--- src/rtl/kchs_pkg.sv ---
package kchs_pkg;

    localparam int MAX_CHANNELS_DEF = 64;
    localparam int SF_W    = 32;
    localparam int HOP_W   = 6;
    localparam int KEY_W   = 64;
    localparam int CNT_W   = 7;
    localparam int VAR_W   = 2;
    localparam int CIDX_W  = 2;

    localparam logic [CIDX_W-1:0] REG_KEY_HIGH = 2'd0;
    localparam logic [CIDX_W-1:0] REG_KEY_LOW  = 2'd1;
    localparam logic [CIDX_W-1:0] REG_COUNT    = 2'd2;
    localparam logic [CIDX_W-1:0] REG_VARIANT  = 2'd3;

    localparam logic [VAR_W-1:0] VAR_BIG    = 2'd0;

    function automatic logic [7:0] xtime(input logic [7:0] a);
        xtime = {a[6:0], 1'b0} ^ (a[7] ? 8'h1b : 8'h00);
    endfunction

    function automatic logic [7:0] gmul(input logic [7:0] a, input logic [7:0] b);
        logic [7:0] p;
        logic [7:0] x;
        p = 8'h00;
        x = a;
        for (int k = 0; k < 8; k++) begin
            if (b[k]) p = p ^ x;
            x = xtime(x);
        end
        gmul = p;
    endfunction

    function automatic logic [7:0] sbox(input logic [7:0] x);
        logic [7:0] r;
        logic [7:0] bs;
        logic [7:0] s;
        r  = 8'h01;
        bs = x;
        for (int k = 0; k < 8; k++) begin
            if (k != 0) r = gmul(r, bs);
            bs = gmul(bs, bs);
        end
        s = r ^ 8'h63 ^ {r[6:0], r[7]} ^ {r[5:0], r[7:6]} ^ {r[4:0], r[7:5]}
            ^ {r[3:0], r[7:4]};
        sbox = s;
    endfunction

    typedef logic [7:0] t_sbox_tab [256];

    function automatic t_sbox_tab build_sbox();
        t_sbox_tab t;
        for (int i = 0; i < 256; i++) t[i] = sbox(8'(i));
        build_sbox = t;
    endfunction

    localparam t_sbox_tab SBOX = build_sbox();

endpackage

--- src/rtl/kchs_deck.sv ---
module kchs_deck
    import kchs_pkg::*;
#(
    parameter int MAX_CHANNELS = MAX_CHANNELS_DEF
) (
    input  logic                             i_clk,
    input  logic                             i_we,
    input  logic [$clog2(MAX_CHANNELS)-1:0]  i_waddr,
    input  logic [HOP_W-1:0]                 i_wdata,
    input  logic [$clog2(MAX_CHANNELS)-1:0]  i_raddr,
    output logic [HOP_W-1:0]                 o_rdata
);

    logic [HOP_W-1:0] r_mem [MAX_CHANNELS];
    logic [HOP_W-1:0] r_rdata;

    always_ff @(posedge i_clk) begin
        if (i_we) r_mem[i_waddr] <= i_wdata;
        r_rdata <= r_mem[i_raddr];
    end

    assign o_rdata = r_rdata;

endmodule

--- config.mk ---
export PLATFORM = sky130hd
export DESIGN_NAME = kchs_deck
export DESIGN_NICKNAME = d
export VERILOG_FILES = /design/src/rtl/kchs_pkg.sv /design/src/rtl/kchs_deck.sv
export SDC_FILE = /design/constraint.sdc
export NUM_CORES = 1
export LEC_CHECK = 0
export BUFFER_PORTS_ARGS = -buffer_cell sky130_fd_sc_hd__buf_2
export CAP_MARGIN = 10
export CELL_PAD_IN_SITES_DETAIL_PLACEMENT = 1
export CELL_PAD_IN_SITES_GLOBAL_PLACEMENT = 1
export CORE_MARGIN = 5
export CORE_UTILIZATION = 45
export DETAILED_ROUTE_END_ITERATION = 6
export GPL_ROUTABILITY_DRIVEN = 1
export PLACE_DENSITY = 0.81
export SYNTH_ARGS = -nofsm -noshare
export SYNTH_HDL_FRONTEND = slang
export SYNTH_SLANG_ARGS = --single-unit
export TNS_END_PERCENT = 5
--- constraint.sdc ---
create_clock -name i_clk -period 1.85 [get_ports i_clk]
set_clock_uncertainty 0.15 [all_clocks]
set_input_delay 0.0925 -clock i_clk [delete_from_list [all_inputs] [get_ports i_clk]]
set_output_delay 0.0925 -clock i_clk [all_outputs]
set_load 0.02 [all_outputs]
==> results by group <==
STA
  • Final period utilization: 103%
  • Fmax: between 0.5 and 0.6 GHz
  • Worst relative slew slack: 19.0%
  • Post-layout minimum cycle time: 1.91 ns
  • Pin slew with the least headroom to its limit: between 1 and 1.5 ns
  • Hold WS: -0.00318 ns
  • Final setup viols: 4
  • RSZ-0062 raised after global routing: yes
  • Fin. max-slew vios: 0
  • Worst Slack Setup Final: -0.0552 ns
  • Final Hold Vio Count: 3

Place
  • IO buf count: 25
  • Hpwl dp: ~24000 um
  • Gpl congestion: 0.804
  • Placed cells: 1275

Global route
  • Global route overflow: 0
  • Initial antenna violation count: 2
  • GRT Total Usage: ~20%
  • First-pass GRT wire length: 56400 um
  • Largest net degree at the start of global routing: 65
  • Number of global-route vias before repair: 8532

Final layout
  • Commonest non-fill, non-tap cells in the layout: edfxtp_1 (384), buf_4 (110), mux4_2 (91), nor2_1 (67), clkbuf_16 (41)
  • N_diodes: 0
  • Finished Layout Cells: 1350
  • Filler Cell Count: slightly below 3000
  • Layout area overhead: 19.0%
  • Final core utilization: 54.2%
  • Commonest non-fill, non-tap cell in the layout: edfxtp_1
  • Share of post-route cells with drive strength above 1: 35.9%
  • Final nets: 896

Job
  • Max-cap viol count: 0

Power
  • Leak: 5.91 nW
  • Max rail drop VDD: 0.000755 V
  • Pwr Density: 1020 nW/um^2

CTS
  • Root buf cell: clkbuf_16
  • CTS Buf Count: 40
  • Worst-Skew Late Latency: 0.52 ns
  • CTS tree: built
  • Reg clk slew, reported paths: ~0.060 ns
  • CTS Sinks: 390
  • H-tree Lvls: 2
  • CTS max path bufs: 3

Hold path
  • Hold depth: 1
  • Hold Crit Class: input port to flip-flop

Drt
  • Pre-antenna DRT Iters: 5
  • Vias/cell: 5.89
  • Post-Route WL: 37800 um
  • Wirelength per Cell: about 28 um
  • Drc violations: 0
  • Via count: 7952
  • Drt first-iter violations: 738
  • Final ANT Viol Nets: 0

Outcome
  • Failing checks: hold timing, setup timing
  • Outcome: finished, violations left

Yosys
  • Mapped Area: roughly 15000 sq um
  • Top FF cell, synth: edfxtp_1
  • Seq/Total Area, Yosys: 76.5%
  • Synth cell types: 37
  • Synth area leader: edfxtp_1
  • Net Count, Synth: 740
  • Mean Syn Cell Area: 21.1 sq um
  • Synthesis Warnings: 0
  • Synth async-reset ratio: 0%
  • Syn Inst Count: 720
  • Yosys reg bits: 390
  • Post-synth EDFFs: 384
  • Post-synth top area share: 75.7%
  • Synth top area cells: edfxtp_1 (76%), mux4_2 (13%), nor2_1 (1.7%), mux4_1 (1.0%), mux2i_1 (0.99%)

Critical path
  • Crit Path Category: input port to flip-flop
  • Max Fanout on Critical Path: 13
  • CP Launch Type: input port
  • CP Data Required Time: 2.11 ns
  • CP Capture Type: flip-flop
  • Crit path DAT: 2.16 ns
  • Reg2reg path depth: 4

Floorplanning
  • Std-Cell Rows: 67
  • Die W: 194 um
  • Starting Density: between 40% and 50%
  • Core area: 33400 sq um
  • I/O Pins: 26
  • Die area: about 38000 sq um
  • Die Y: approximately 190 um
[critical path, cell delays in order]
cell           delay [ns]
dlygate4sd3_1        0.60
clkbuf_4             0.27
and3b_1              0.25
a221oi_1             0.42
nand3_2              0.21
a32o_2               0.31
[what timing repair did]
item / in CTS / in global routing
hold buffers: 3 / 1
setup buffers: 0 / 0
setup endpoints to repair: 5 / 6
gates resized for setup: 11 / 12
pin swaps: 3 / 2
endpoints found under the hold margin: 6 / 26
cloned: 0 / 0
[power breakdown]
| part | leakage, nW | switching, mW | internal, mW | total, mW |
|---|---|---|---|---|
| combinational | 1.81 | 0.647 | 0.461 | 1.11 |
| sequential | 3.51 | 0.0298 | 9.78 | 9.81 |
| clock | 0.598 | 3.21 | 4.44 | 7.66 |
[layer usage]
metal	vias up	global-route usage [%]	part of all wire (%)
li1	3314	-	-
met1	4227	27.9	41
met2	337	32.4	49
met3	70	4.07	6.8
met4	4	5.29	2.6
met5	-	0	0.082
[registers in the layout, indices dropped and copies added (netlist names)]
| register | count |
|---|---|
| r_mem | 384 |
| o_rdata | 6 |
[final cells by class]
type | count | area, sq um | share of cell area [%]
clock buffers | 52 | 1100 | 6.05
flip-flops and latches | 390 | 11700 | 64.3
repair buffers | 153 | 1290 | 7.14
well taps | 448 | 561 | 3.09
multi-input cells | 291 | 3390 | 18.7
clock inverters | 16 | 131 | 0.725
[path summary, 6_finish.rpt]
path | start | to | slack [ns]
max reg2reg | r_mem[51][5] | o_rdata[5] | -0.04
min | i_wdata[4] | r_mem[16][4] | -0.003
max | i_raddr[4] | o_rdata[5] | -0.06
min reg2reg | r_mem[37][2] | o_rdata[2] | 0.74
[cells by family (layout without fill, tap and decap cells)]
group           Yosys count  after routing  synth area share (%)
compound gates           54             54                  2.60
flops                   390            390                  76.5
mux                     117            117                  15.6
buf+inv                  39            221                  1.65
simple gates            120            120                  3.67
[synth_stat cells (3+ instances only)]
library cell and n:
a211oi_1 6, a21oi_1 6, a221oi_1 3, a32o_1 3, buf_2 13, buf_6 5, clkbuf_1 16, dfxtp_1 6
edfxtp_1 384, mux2_2 9, mux2i_1 15, mux4_1 6, mux4_2 87, nand2_1 8, nand2b_1 5, nand3_1 11
nand3b_1 4, nor2_1 67, nor2b_1 8, nor3_1 5, o21ai_1 6, o221ai_1 9, o22a_1 6, o22ai_1 12
[per-stage QoR]
stage / setup slack (ns) / TNS [ns] / instance area (sq um) / total power [mW]
6_report: -0.0552 / -0.181 / 18100 / 18.6
5_1_grt: -0.0957 / -0.280 / 18100 / 19.2
4_1_cts: -0.0355 / -0.0536 / 18000 / 18.7
3_5_place_dp: -0.306 / -1.54 / 16700 / 11.1
3_3_place_gp: -0.248 / -1.17 / 16700 / 11.0
2_1_floorplan: 0.0618 / 0 / 15200 / 10.5
(Power assumes the default switching activity.)
